## src/rtl/core/flal_pkg.sv

```systemverilog
// shared types, constants and register codes of the attempt lockout limiter
package flal_pkg;

    localparam int TIME_BITS_DEF    = 48;
    localparam int USER_ID_BITS_DEF = 8;

    localparam int MS_W       = 32;
    localparam int US_PER_MS  = 1000;
    // ms * 1000 fits in 32 + 10 bits
    localparam int PROD_W     = MS_W + 10;
    localparam int COUNT_W    = 8;
    localparam int THRESH_W   = 8;
    localparam int OUTCOME_W  = 4;
    localparam int PERM_W     = 8;
    localparam int APB_ADDR_W = 4;
    localparam int APB_DATA_W = 32;

    localparam logic [COUNT_W-1:0] COUNT_MAX = {COUNT_W{1'b1}};

    localparam logic [MS_W-1:0]     COOLDOWN_MS_RST = MS_W'(2000);
    localparam logic [THRESH_W-1:0] THRESHOLD_RST   = THRESH_W'(5);
    localparam logic [MS_W-1:0]     WINDOW_MS_RST   = MS_W'(60000);
    localparam logic [MS_W-1:0]     LOCKOUT_MS_RST  = MS_W'(300000);

    // sensor outcome codes
    localparam logic [OUTCOME_W-1:0] OUTCOME_OK          = OUTCOME_W'(0);
    localparam logic [OUTCOME_W-1:0] OUTCOME_NO_MATCH    = OUTCOME_W'(1);
    localparam logic [OUTCOME_W-1:0] OUTCOME_LAST_READY  = OUTCOME_W'(4);
    localparam logic [OUTCOME_W-1:0] OUTCOME_LAST_KNOWN  = OUTCOME_W'(8);

    // register index, taken from paddr[3:2]
    typedef enum logic [1:0] {
        REG_COOLDOWN  = 2'd0,
        REG_THRESHOLD = 2'd1,
        REG_WINDOW    = 2'd2,
        REG_LOCKOUT   = 2'd3
    } flal_reg_t;

    // configuration as seen by the step logic, durations already in us
    typedef struct packed {
        logic [PROD_W-1:0]   cooldown_us;
        logic [PROD_W-1:0]   window_us;
        logic [PROD_W-1:0]   lockout_us;
        logic [THRESH_W-1:0] threshold;
    } flal_cfg_t;

    // per-word status flags of one result
    typedef struct packed {
        logic match_ran;
        logic lockout_released;
        logic fail_event;
        logic lockout_armed;
        logic match_event;
        logic persist_clear_req;
        logic persist_save_req;
        logic ready_valid;
        logic sensor_ready;
    } flal_flags_t;

endpackage

```

## src/rtl/core/flal_cfg.sv

```systemverilog
// apb configuration registers with durations pre-scaled to microseconds
module flal_cfg (
    input  logic                              clk,
    input  logic                              rst_n,
    input  logic                              psel,
    input  logic                              penable,
    input  logic                              pwrite,
    input  logic [flal_pkg::APB_ADDR_W-1:0]   paddr,
    input  logic [flal_pkg::APB_DATA_W-1:0]   pwdata,
    output logic [flal_pkg::APB_DATA_W-1:0]   prdata,
    output flal_pkg::flal_cfg_t               cfg
);

    logic [flal_pkg::MS_W-1:0]     cooldown_ms_reg;
    logic [flal_pkg::MS_W-1:0]     window_ms_reg;
    logic [flal_pkg::MS_W-1:0]     lockout_ms_reg;
    logic [flal_pkg::THRESH_W-1:0] threshold_reg;
    logic [flal_pkg::PROD_W-1:0]   cooldown_us_reg;
    logic [flal_pkg::PROD_W-1:0]   window_us_reg;
    logic [flal_pkg::PROD_W-1:0]   lockout_us_reg;

    logic                          wr_en;
    flal_pkg::flal_reg_t           reg_sel;
    logic [flal_pkg::PROD_W-1:0]   wdata_us;

    assign wr_en    = psel & penable & pwrite;
    assign reg_sel  = flal_pkg::flal_reg_t'(paddr[3:2]);
    assign wdata_us = flal_pkg::PROD_W'(pwdata[flal_pkg::MS_W-1:0])
                    * flal_pkg::PROD_W'(flal_pkg::US_PER_MS);

    always_ff @(posedge clk or negedge rst_n)
    begin
        if (!rst_n)
        begin
            cooldown_ms_reg <= flal_pkg::COOLDOWN_MS_RST;
            threshold_reg   <= flal_pkg::THRESHOLD_RST;
            window_ms_reg   <= flal_pkg::WINDOW_MS_RST;
            lockout_ms_reg  <= flal_pkg::LOCKOUT_MS_RST;
            cooldown_us_reg <= flal_pkg::PROD_W'(flal_pkg::COOLDOWN_MS_RST)
                             * flal_pkg::PROD_W'(flal_pkg::US_PER_MS);
            window_us_reg   <= flal_pkg::PROD_W'(flal_pkg::WINDOW_MS_RST)
                             * flal_pkg::PROD_W'(flal_pkg::US_PER_MS);
            lockout_us_reg  <= flal_pkg::PROD_W'(flal_pkg::LOCKOUT_MS_RST)
                             * flal_pkg::PROD_W'(flal_pkg::US_PER_MS);
        end
        else if (wr_en)
        begin
            unique case (reg_sel)
                flal_pkg::REG_COOLDOWN:
                begin
                    cooldown_ms_reg <= pwdata[flal_pkg::MS_W-1:0];
                    cooldown_us_reg <= wdata_us;
                end
                flal_pkg::REG_THRESHOLD:
                begin
                    threshold_reg <= pwdata[flal_pkg::THRESH_W-1:0];
                end
                flal_pkg::REG_WINDOW:
                begin
                    window_ms_reg <= pwdata[flal_pkg::MS_W-1:0];
                    window_us_reg <= wdata_us;
                end
                flal_pkg::REG_LOCKOUT:
                begin
                    lockout_ms_reg <= pwdata[flal_pkg::MS_W-1:0];
                    lockout_us_reg <= wdata_us;
                end
                default:
                begin
                end
            endcase
        end
    end

    always_comb
    begin
        prdata = '0;
        unique case (reg_sel)
            flal_pkg::REG_COOLDOWN:  prdata = flal_pkg::APB_DATA_W'(cooldown_ms_reg);
            flal_pkg::REG_THRESHOLD: prdata = flal_pkg::APB_DATA_W'(threshold_reg);
            flal_pkg::REG_WINDOW:    prdata = flal_pkg::APB_DATA_W'(window_ms_reg);
            flal_pkg::REG_LOCKOUT:   prdata = flal_pkg::APB_DATA_W'(lockout_ms_reg);
            default:                 prdata = '0;
        endcase
    end

    assign cfg.cooldown_us = cooldown_us_reg;
    assign cfg.window_us   = window_us_reg;
    assign cfg.lockout_us  = lockout_us_reg;
    assign cfg.threshold   = threshold_reg;

endmodule

```

## src/rtl/core/flal_step.sv

```systemverilog
// single-pass evaluation of one match attempt against the limiter state
module flal_step #(
    parameter int TIME_BITS    = flal_pkg::TIME_BITS_DEF,
    parameter int USER_ID_BITS = flal_pkg::USER_ID_BITS_DEF
) (
    input  flal_pkg::flal_cfg_t                cfg,
    input  logic [TIME_BITS-1:0]               now,
    input  logic                               enrolled,
    input  logic                               busy,
    input  logic [flal_pkg::OUTCOME_W-1:0]     outcome,
    input  logic [USER_ID_BITS-1:0]            user,
    input  logic [flal_pkg::PERM_W-1:0]        perm,
    input  logic [TIME_BITS-1:0]               lockout_until,
    input  logic [flal_pkg::COUNT_W-1:0]       fail_count,
    input  logic [TIME_BITS-1:0]               window_start,
    input  logic [TIME_BITS-1:0]               cooldown_until,
    input  logic                               persist_armed,
    output logic [TIME_BITS-1:0]               lockout_until_next,
    output logic [flal_pkg::COUNT_W-1:0]       fail_count_next,
    output logic [TIME_BITS-1:0]               window_start_next,
    output logic [TIME_BITS-1:0]               cooldown_until_next,
    output logic                               persist_armed_next,
    output flal_pkg::flal_flags_t              flags,
    output logic [flal_pkg::COUNT_W-1:0]       fail_count_res,
    output logic [USER_ID_BITS-1:0]            user_res,
    output logic [flal_pkg::PERM_W-1:0]        perm_res
);

    localparam int SUM_W = ((TIME_BITS > flal_pkg::PROD_W) ? TIME_BITS
                                                            : flal_pkg::PROD_W) + 1;
    localparam logic [TIME_BITS-1:0] TIME_MAX = {TIME_BITS{1'b1}};

    logic [SUM_W-1:0]             cool_sum;
    logic [SUM_W-1:0]             lock_sum;
    logic [TIME_BITS-1:0]         cool_sat;
    logic [TIME_BITS-1:0]         lock_sat;
    logic                         expire;
    logic                         allowed;
    logic [TIME_BITS-1:0]         ws1;
    logic [flal_pkg::COUNT_W-1:0] fc1;
    logic                         pa1;
    logic [TIME_BITS-1:0]         win_diff;
    logic                         win_expired;
    logic                         win_restart;
    logic [flal_pkg::COUNT_W-1:0] fc_base;
    logic [flal_pkg::COUNT_W-1:0] fc_inc;
    logic                         arm;

    // saturating deadlines, both computed in parallel
    assign cool_sum = SUM_W'(now) + SUM_W'(cfg.cooldown_us);
    assign lock_sum = SUM_W'(now) + SUM_W'(cfg.lockout_us);
    assign cool_sat = (cool_sum > SUM_W'(TIME_MAX)) ? TIME_MAX : cool_sum[TIME_BITS-1:0];
    assign lock_sat = (lock_sum > SUM_W'(TIME_MAX)) ? TIME_MAX : lock_sum[TIME_BITS-1:0];

    assign expire  = (lockout_until != '0) && (now >= lockout_until);
    assign ws1     = expire ? '0 : window_start;
    assign fc1     = expire ? '0 : fail_count;
    assign pa1     = expire ? 1'b0 : persist_armed;
    // a live lockout blocks, an expired or absent one does not
    assign allowed = (now >= cooldown_until) && !busy
                   && ((lockout_until == '0) || (now >= lockout_until));

    // time running backwards keeps the window open
    assign win_diff    = now - ws1;
    assign win_expired = (now >= ws1) && (SUM_W'(win_diff) > SUM_W'(cfg.window_us));
    assign win_restart = (ws1 == '0) || win_expired;
    assign fc_base     = win_restart ? '0 : fc1;
    assign fc_inc      = (fc_base == flal_pkg::COUNT_MAX) ? fc_base
                                                           : fc_base + flal_pkg::COUNT_W'(1);
    assign arm         = (fc_inc >= cfg.threshold);

    always_comb
    begin
        lockout_until_next  = lockout_until;
        fail_count_next     = fail_count;
        window_start_next   = window_start;
        cooldown_until_next = cooldown_until;
        persist_armed_next  = persist_armed;
        flags               = '0;
        fail_count_res      = '0;
        user_res            = '0;
        perm_res            = '0;

        if (enrolled)
        begin
            if (expire)
            begin
                lockout_until_next      = '0;
                flags.lockout_released  = 1'b1;
                flags.persist_clear_req = 1'b1;
            end
            fail_count_next    = fc1;
            window_start_next  = ws1;
            persist_armed_next = pa1;

            if (allowed)
            begin
                flags.match_ran     = 1'b1;
                cooldown_until_next = cool_sat;
                if (outcome <= flal_pkg::OUTCOME_LAST_KNOWN)
                begin
                    flags.ready_valid  = 1'b1;
                    flags.sensor_ready = (outcome <= flal_pkg::OUTCOME_LAST_READY);
                end

                if (outcome == flal_pkg::OUTCOME_NO_MATCH)
                begin
                    flags.fail_event = 1'b1;
                    fail_count_res   = fc_inc;
                    if (arm)
                    begin
                        lockout_until_next     = lock_sat;
                        fail_count_next        = '0;
                        window_start_next      = '0;
                        persist_armed_next     = 1'b1;
                        flags.lockout_armed    = 1'b1;
                        flags.persist_save_req = 1'b1;
                    end
                    else
                    begin
                        fail_count_next   = fc_inc;
                        window_start_next = win_restart ? now : ws1;
                    end
                end
                else if (outcome == flal_pkg::OUTCOME_OK)
                begin
                    fail_count_next    = '0;
                    window_start_next  = '0;
                    persist_armed_next = 1'b0;
                    if (pa1)
                    begin
                        flags.persist_clear_req = 1'b1;
                    end
                    flags.match_event = 1'b1;
                    user_res          = user;
                    perm_res          = perm;
                end
            end
        end
    end

endmodule

```

## src/rtl/core/failed_attempt_lockout_limiter_unit.sv

```systemverilog
// top level of the failed attempt lockout limiter
// Each input word is one biometric match attempt (timestamp in us, enrolment
// and busy flags, sensor outcome, matched user and permission) and yields
// exactly one result word. The block takes a word into an input register,
// evaluates it in one pass of compare and add logic against the lockout,
// failure count, window and cooldown state, and writes state and result
// register at the same edge, so the next word sees the updated state. It
// sustains one word per clock while out_stall is low. A stalled result holds
// the word behind it in the input register, so at most two words are in
// flight and in_stall is raised only while both registers are full and
// out_stall is high. Durations are written in ms over the apb port and are
// scaled to us at the same edge as the write, so words may follow a
// configuration write straight away. All deadlines saturate at the largest
// timestamp; a lockout or window start of zero means none.
module failed_attempt_lockout_limiter_unit #(
    parameter int TIME_BITS    = flal_pkg::TIME_BITS_DEF,
    parameter int USER_ID_BITS = flal_pkg::USER_ID_BITS_DEF
) (
    input  logic                              clk,
    input  logic                              rst_n,
    // apb configuration
    input  logic                              psel,
    input  logic                              penable,
    input  logic                              pwrite,
    input  logic [flal_pkg::APB_ADDR_W-1:0]   paddr,
    input  logic [flal_pkg::APB_DATA_W-1:0]   pwdata,
    output logic [flal_pkg::APB_DATA_W-1:0]   prdata,
    output logic                              pready,
    // attempt words
    input  logic                              in_valid,
    output logic                              in_stall,
    input  logic [TIME_BITS-1:0]              now_us,
    input  logic                              users_enrolled,
    input  logic                              enroll_busy,
    input  logic [flal_pkg::OUTCOME_W-1:0]    outcome,
    input  logic [USER_ID_BITS-1:0]           user_in,
    input  logic [flal_pkg::PERM_W-1:0]       permission_in,
    // result words
    output logic                              out_valid,
    input  logic                              out_stall,
    output logic                              match_ran,
    output logic                              lockout_released,
    output logic                              fail_event,
    output logic [flal_pkg::COUNT_W-1:0]      fail_count_out,
    output logic                              lockout_armed,
    output logic                              match_event,
    output logic [USER_ID_BITS-1:0]           user_out,
    output logic [flal_pkg::PERM_W-1:0]       permission_out,
    output logic                              persist_clear_req,
    output logic                              persist_save_req,
    output logic                              ready_valid,
    output logic                              sensor_ready
);

    flal_pkg::flal_cfg_t          cfg;

    // input register
    logic                         in_v_reg;
    logic                         in_v_next;
    logic [TIME_BITS-1:0]         now_reg;
    logic                         enrolled_reg;
    logic                         busy_reg;
    logic [flal_pkg::OUTCOME_W-1:0] outcome_reg;
    logic [USER_ID_BITS-1:0]      user_reg;
    logic [flal_pkg::PERM_W-1:0]  perm_reg;

    // limiter state
    logic [TIME_BITS-1:0]         lockout_until_reg;
    logic [TIME_BITS-1:0]         lockout_until_next;
    logic [flal_pkg::COUNT_W-1:0] fail_count_reg;
    logic [flal_pkg::COUNT_W-1:0] fail_count_next;
    logic [TIME_BITS-1:0]         window_start_reg;
    logic [TIME_BITS-1:0]         window_start_next;
    logic [TIME_BITS-1:0]         cooldown_until_reg;
    logic [TIME_BITS-1:0]         cooldown_until_next;
    logic                         persist_armed_reg;
    logic                         persist_armed_next;

    // result register
    logic                         out_v_reg;
    logic                         out_v_next;
    flal_pkg::flal_flags_t        flags_reg;
    flal_pkg::flal_flags_t        step_flags;
    logic [flal_pkg::COUNT_W-1:0] fail_count_out_reg;
    logic [flal_pkg::COUNT_W-1:0] step_fail_count;
    logic [USER_ID_BITS-1:0]      user_out_reg;
    logic [USER_ID_BITS-1:0]      step_user;
    logic [flal_pkg::PERM_W-1:0]  perm_out_reg;
    logic [flal_pkg::PERM_W-1:0]  step_perm;

    logic                         advance;
    logic                         in_take;

    assign pready = 1'b1;

    flal_cfg u_cfg (
        .clk     (clk),
        .rst_n   (rst_n),
        .psel    (psel),
        .penable (penable),
        .pwrite  (pwrite),
        .paddr   (paddr),
        .pwdata  (pwdata),
        .prdata  (prdata),
        .cfg     (cfg)
    );

    // the word in the input register moves on whenever the result slot is
    // free or being emptied this cycle; state commits at that same edge
    assign advance   = in_v_reg && (!out_v_reg || !out_stall);
    assign in_stall  = in_v_reg && !advance;
    assign in_take   = in_valid && !in_stall;
    assign in_v_next = in_take ? 1'b1 : (advance ? 1'b0 : in_v_reg);
    assign out_v_next = advance ? 1'b1 : (out_v_reg && out_stall);

    flal_step #(
        .TIME_BITS    (TIME_BITS),
        .USER_ID_BITS (USER_ID_BITS)
    ) u_step (
        .cfg                 (cfg),
        .now                 (now_reg),
        .enrolled            (enrolled_reg),
        .busy                (busy_reg),
        .outcome             (outcome_reg),
        .user                (user_reg),
        .perm                (perm_reg),
        .lockout_until       (lockout_until_reg),
        .fail_count          (fail_count_reg),
        .window_start        (window_start_reg),
        .cooldown_until      (cooldown_until_reg),
        .persist_armed       (persist_armed_reg),
        .lockout_until_next  (lockout_until_next),
        .fail_count_next     (fail_count_next),
        .window_start_next   (window_start_next),
        .cooldown_until_next (cooldown_until_next),
        .persist_armed_next  (persist_armed_next),
        .flags               (step_flags),
        .fail_count_res      (step_fail_count),
        .user_res            (step_user),
        .perm_res            (step_perm)
    );

    // handshake and limiter state
    always_ff @(posedge clk or negedge rst_n)
    begin
        if (!rst_n)
        begin
            in_v_reg           <= 1'b0;
            out_v_reg          <= 1'b0;
            lockout_until_reg  <= '0;
            fail_count_reg     <= '0;
            window_start_reg   <= '0;
            cooldown_until_reg <= '0;
            persist_armed_reg  <= 1'b0;
        end
        else
        begin
            in_v_reg  <= in_v_next;
            out_v_reg <= out_v_next;
            if (advance)
            begin
                lockout_until_reg  <= lockout_until_next;
                fail_count_reg     <= fail_count_next;
                window_start_reg   <= window_start_next;
                cooldown_until_reg <= cooldown_until_next;
                persist_armed_reg  <= persist_armed_next;
            end
        end
    end

    // payload registers, no reset needed
    always_ff @(posedge clk)
    begin
        if (in_take)
        begin
            now_reg      <= now_us;
            enrolled_reg <= users_enrolled;
            busy_reg     <= enroll_busy;
            outcome_reg  <= outcome;
            user_reg     <= user_in;
            perm_reg     <= permission_in;
        end
        if (advance)
        begin
            flags_reg          <= step_flags;
            fail_count_out_reg <= step_fail_count;
            user_out_reg       <= step_user;
            perm_out_reg       <= step_perm;
        end
    end

    assign out_valid         = out_v_reg;
    assign match_ran         = flags_reg.match_ran;
    assign lockout_released  = flags_reg.lockout_released;
    assign fail_event        = flags_reg.fail_event;
    assign fail_count_out    = fail_count_out_reg;
    assign lockout_armed     = flags_reg.lockout_armed;
    assign match_event       = flags_reg.match_event;
    assign user_out          = user_out_reg;
    assign permission_out    = perm_out_reg;
    assign persist_clear_req = flags_reg.persist_clear_req;
    assign persist_save_req  = flags_reg.persist_save_req;
    assign ready_valid       = flags_reg.ready_valid;
    assign sensor_ready      = flags_reg.sensor_ready;

`ifndef SYNTH
    // a held input word keeps its timestamp while it waits
    a_in_hold: assert property (@(posedge clk) disable iff (!rst_n)
        in_v_reg && !advance |=> in_v_reg && $stable(now_reg))
        else $error("input word lost or changed while waiting");

    // arming a lockout leaves an empty count and an armed persist record
    a_arm_state: assert property (@(posedge clk) disable iff (!rst_n)
        advance && step_flags.lockout_armed |=>
            fail_count_reg == '0 && window_start_reg == '0 && persist_armed_reg)
        else $error("lockout armed without clearing the failure count");

    // a run never moves the cooldown deadline behind the attempt time
    a_cooldown: assert property (@(posedge clk) disable iff (!rst_n)
        advance && step_flags.match_ran |=> cooldown_until_reg >= $past(now_reg))
        else $error("cooldown deadline behind attempt time");

    // only a lockout that exists can be cleared
    a_clear_src: assert property (@(posedge clk) disable iff (!rst_n)
        advance && step_flags.lockout_released |-> lockout_until_reg != '0)
        else $error("lockout cleared with none active");
`endif

endmodule

```

## config.mk

```make
export PLATFORM = sky130hd
export DESIGN_NAME = failed_attempt_lockout_limiter_unit
export DESIGN_NICKNAME = d
export VERILOG_FILES = /design/src/rtl/core/flal_pkg.sv /design/src/rtl/core/flal_cfg.sv /design/src/rtl/core/flal_step.sv /design/src/rtl/core/failed_attempt_lockout_limiter_unit.sv
export SDC_FILE = /design/constraint.sdc
export NUM_CORES = 2
export LEC_CHECK = 0
export BUFFER_PORTS_ARGS = -buffer_cell sky130_fd_sc_hd__buf_2
export CAP_MARGIN = 5
export CORE_ASPECT_RATIO = 0.8
export CORE_MARGIN = 2
export CORE_UTILIZATION = 60
export CTS_BUF_LIST = sky130_fd_sc_hd__clkbuf_16
export CTS_CLUSTER_DIAMETER = 40
export DETAILED_ROUTE_END_ITERATION = 7
export PLACE_DENSITY = 0.75
export SLEW_MARGIN = 10
export SYNTH_ARGS = -nofsm -noshare
export SYNTH_HDL_FRONTEND = slang
export SYNTH_HIERARCHICAL = 1
export SYNTH_SLANG_ARGS = --single-unit
```

## constraint.sdc

```tcl
create_clock -name clk -period 11.1 [get_ports clk]
set_clock_uncertainty 0.05 [all_clocks]
set_input_delay 1.665 -clock clk [delete_from_list [all_inputs] [get_ports clk]]
set_output_delay 1.665 -clock clk [all_outputs]
set_load 0.02 [all_outputs]
```

==> flow_metrics.env <==
export IMPL_status="finished clean"
export IMPL_async_flop_share_pct=78.2
export IMPL_yosysWarnings=6
export IMPL_multi_input_area_um2=23200
export IMPL_p_switching_w=0.00567
export IMPL_die_y_um=227
export IMPL_grtUsageTotal_pct=33.2
export IMPL_slew_violations=0
export IMPL_globalRouteMet3Util_pct=5.12
export IMPL_synth_simple_gate_area_share_pct=11.2
export IMPL_yosysUniqueCellTypes=98
export IMPL_rrSetupSlack_ns=0.34
export IMPL_netlist_instances=3868
export IMPL_drt_vias_per_instance=6.23
export IMPL_grt_pass1_wl_um=167000
export IMPL_post_route_drc_count=0
export IMPL_p_leak_nw=19.5
export IMPL_mostFrequentLayoutCells="nand2_1 (394), ha_1 (352), inv_1 (348)"
export IMPL_grt_overflow_total=0
export IMPL_synth_edf_count=103
export IMPL_required_ns=11.60
export IMPL_antenna_left=0
export IMPL_place_ws_ns=0.101
export IMPL_slowest_delay_ns=0.48
export IMPL_grt_pass1_vias=29200
export IMPL_pin_count=181
export IMPL_setup_viol=0
export IMPL_fp_dieArea_um2=64400
export IMPL_routed_via_count=30900
export IMPL_period_share_pct=97.0
export IMPL_hpwlAfterDp_um=80900
export IMPL_tightest_slew_ns=1.12
export IMPL_clk_path_buf_depth=3
export IMPL_gp_congestion=0.969
export IMPL_netlist_area_um2=37400
export IMPL_crit_slowest_cell="edfxtp_1"
export IMPL_cts_sinks=473
export IMPL_met2_usage_pct=50.5
export IMPL_fp_row_count=81
export IMPL_grt_busiest_layer="met2"
export IMPL_wirelength_um=108000
export IMPL_initial_core_util_pct=60.9
export IMPL_ys_flop_type="dfrtp_1"
export IMPL_hold_start="u_cfg/cooldown_us_reg[20]"
export IMPL_power_w=0.0121
export IMPL_synthAdderAreaFrac_pct=18.6
export IMPL_final_setup_worst_slack_ns=0.336
export IMPL_drt_iter0_drc=2913
export IMPL_ir_drop_mv=0.198
export IMPL_slew_headroom_pct=25.0
export IMPL_synth_seq_area_share_pct=33.2
export IMPL_layout_commonest_cell="nand2_1"
export IMPL_cp_start_kind="register"
export IMPL_synth_top_family_by_area="adder cells"
export IMPL_cp_arrival_ns=11.26
export IMPL_fin_nets=4668
export IMPL_ys_seq_elements=473
export IMPL_drive_gt1_share_pct=20.2
export IMPL_critPathKind="reg2reg"
export IMPL_max_cap_violations=0
export IMPL_switching_share_pct=46.7
export IMPL_hold_path_class="reg2reg"
export IMPL_cts_htree_levels=3
export IMPL_power_density_nw_per_um2=287
export IMPL_end_kind="register"
export IMPL_synthXorXnorAreaFrac_pct=3.63
export IMPL_hold_viol=0
export IMPL_r2r_start="now_reg[33]"
export IMPL_crit_path_start="now_reg[33]"
export IMPL_power_frac_comb_pct=59.8
export IMPL_die_w_um=283
export IMPL_max_freq_ghz=0.0929
export IMPL_pwr_share_seq_pct=21.8
export IMPL_placed_area_um2=39500
export IMPL_pwr_share_clk_pct=18.4
export IMPL_wire_per_inst_um=21.8
export IMPL_antenna_found_initial=0
export IMPL_synth_compound_area_share_pct=18.5
export IMPL_setup_tns_final_ns=0
export IMPL_worstPathMaxFanout=19
export IMPL_fin_area_um2=42300
export IMPL_synthMuxAreaShare_pct=8.87
export IMPL_ctsHoldBuffers=0
export IMPL_area_growth_pct=13.1
export IMPL_syn_area_per_cell_um2=9.67
export IMPL_fin_util_pct=68.9
export IMPL_clk_pin_slew_ns=0.06
export IMPL_area_sequential_um2=12400
export IMPL_use_met1_pct=49.3
export IMPL_min_period_ns=10.76
export IMPL_core_um2=61400
export IMPL_drtPass1Iterations=6
export IMPL_grt_max_degree=128
export IMPL_fill_cells=4961
export IMPL_clk_latency_ns=0.62
export IMPL_internal_power_w=0.00647
export IMPL_io_buffers=177
export IMPL_cts_made_buffers=70
export IMPL_cts_tree="built"
export IMPL_cts_root_buffer="clkbuf_16"
## logic make-up after synthesis
family | after synthesis
AOI/OAI and AO/OA | 1061
and+or+nand+nor | 896
other | 2
muxes | 268
DFF | 473
xor gates and xnor gates | 155
adders and majority gates | 485
buffers and inverters | 528
## Yosys cell counts (all sizes together) (15+ instances only)
cell	instances	area, um2
o21bai	26	195
xnor2	95	832
a22o	69	604
nor3	49	245
nand3	67	335
o21a	35	263
o211ai	56	420
a31oi	43	269
a22oi	38	285
dfrtp	320	8010
nand2	396	1490
a211oi	38	308
xor2	60	526
buf	61	458
ha	364	4550
inv	344	1290
o21ai	285	1430
clkbuf	121	454
and2	16	100
nor2b	29	181
mux2	253	3070
nand2b	19	119
nand4	62	388
nor2	135	507
edfxtp	103	3090
a21o	107	803
fa	121	2420
and3	37	231
dfstp	50	1310
a21oi	235	1180
o31ai	15	123
nor4	37	244
## layout make-up
class,instances,area share [%]
well taps,830,2.45
diodes,2,0.0118
flip-flops and latches,473,29.4
clock buffers,72,4.26
inverters,346,3.08
repair buffers,304,4.64
clock inverters,55,1.33
multi-input cells,2875,54.9
## worst max-delay path, delay by kind of cell, from the launching register on
| kind | cells | cell delay, ns |
|---|---|---|
| simple gates | 14 | 2.43 |
| buf+inv | 7 | 1.13 |
| xor+xnor | 2 | 0.26 |
| fa+ha+maj | 5 | 1.63 |
| mux | 1 | 0.14 |
| compound gates | 22 | 4.58 |
| flops | 1 | 0.48 |
## what timing repair did
action / CTS / global route
setup buffers: 0 / 11
endpoints found under the setup margin: 0 / 107
gates resized for setup: 0 / 71
## routing by layer
metal  part of all wire (%)  up-vias  wire length, um
met1                     45    15200            49200
met2                     43     1186            47000
met4                    2.8        0             3050
li1                       -    14300                -
met5                      0        -                0
met3                    8.3      185             8980
## through the flow
step	std cells	hold slack, ns
after floorplan	3876	0.392
after global placement	4815	0.401
after detailed placement	4815	0.403
after CTS	4942	0.424
after global routing	4955	0.437
final	4957	0.419
## power groups by stage
stage               Clock [W]  Combinational [W]  Sequential [W]
floorplan                   0            0.00486         0.00253
global placement            0            0.00664         0.00264
detailed placement          0            0.00676         0.00266
CTS                   0.00227            0.00682         0.00264
global route          0.00234            0.00791         0.00269
finish                0.00224            0.00726         0.00264
## path summary, 6_finish.rpt
path,end,cells after the start
min reg2reg,u_cfg/cooldown_us_reg[20],2
min in group asynchronous,u_cfg/lockout_ms_reg[3],1
min,u_cfg/cooldown_us_reg[20],2
max,window_start_reg[32],51
max reg2reg,window_start_reg[32],51
max in group asynchronous,cooldown_until_reg[33],3
No activity file was read; power rests on OpenSTA's default activity.
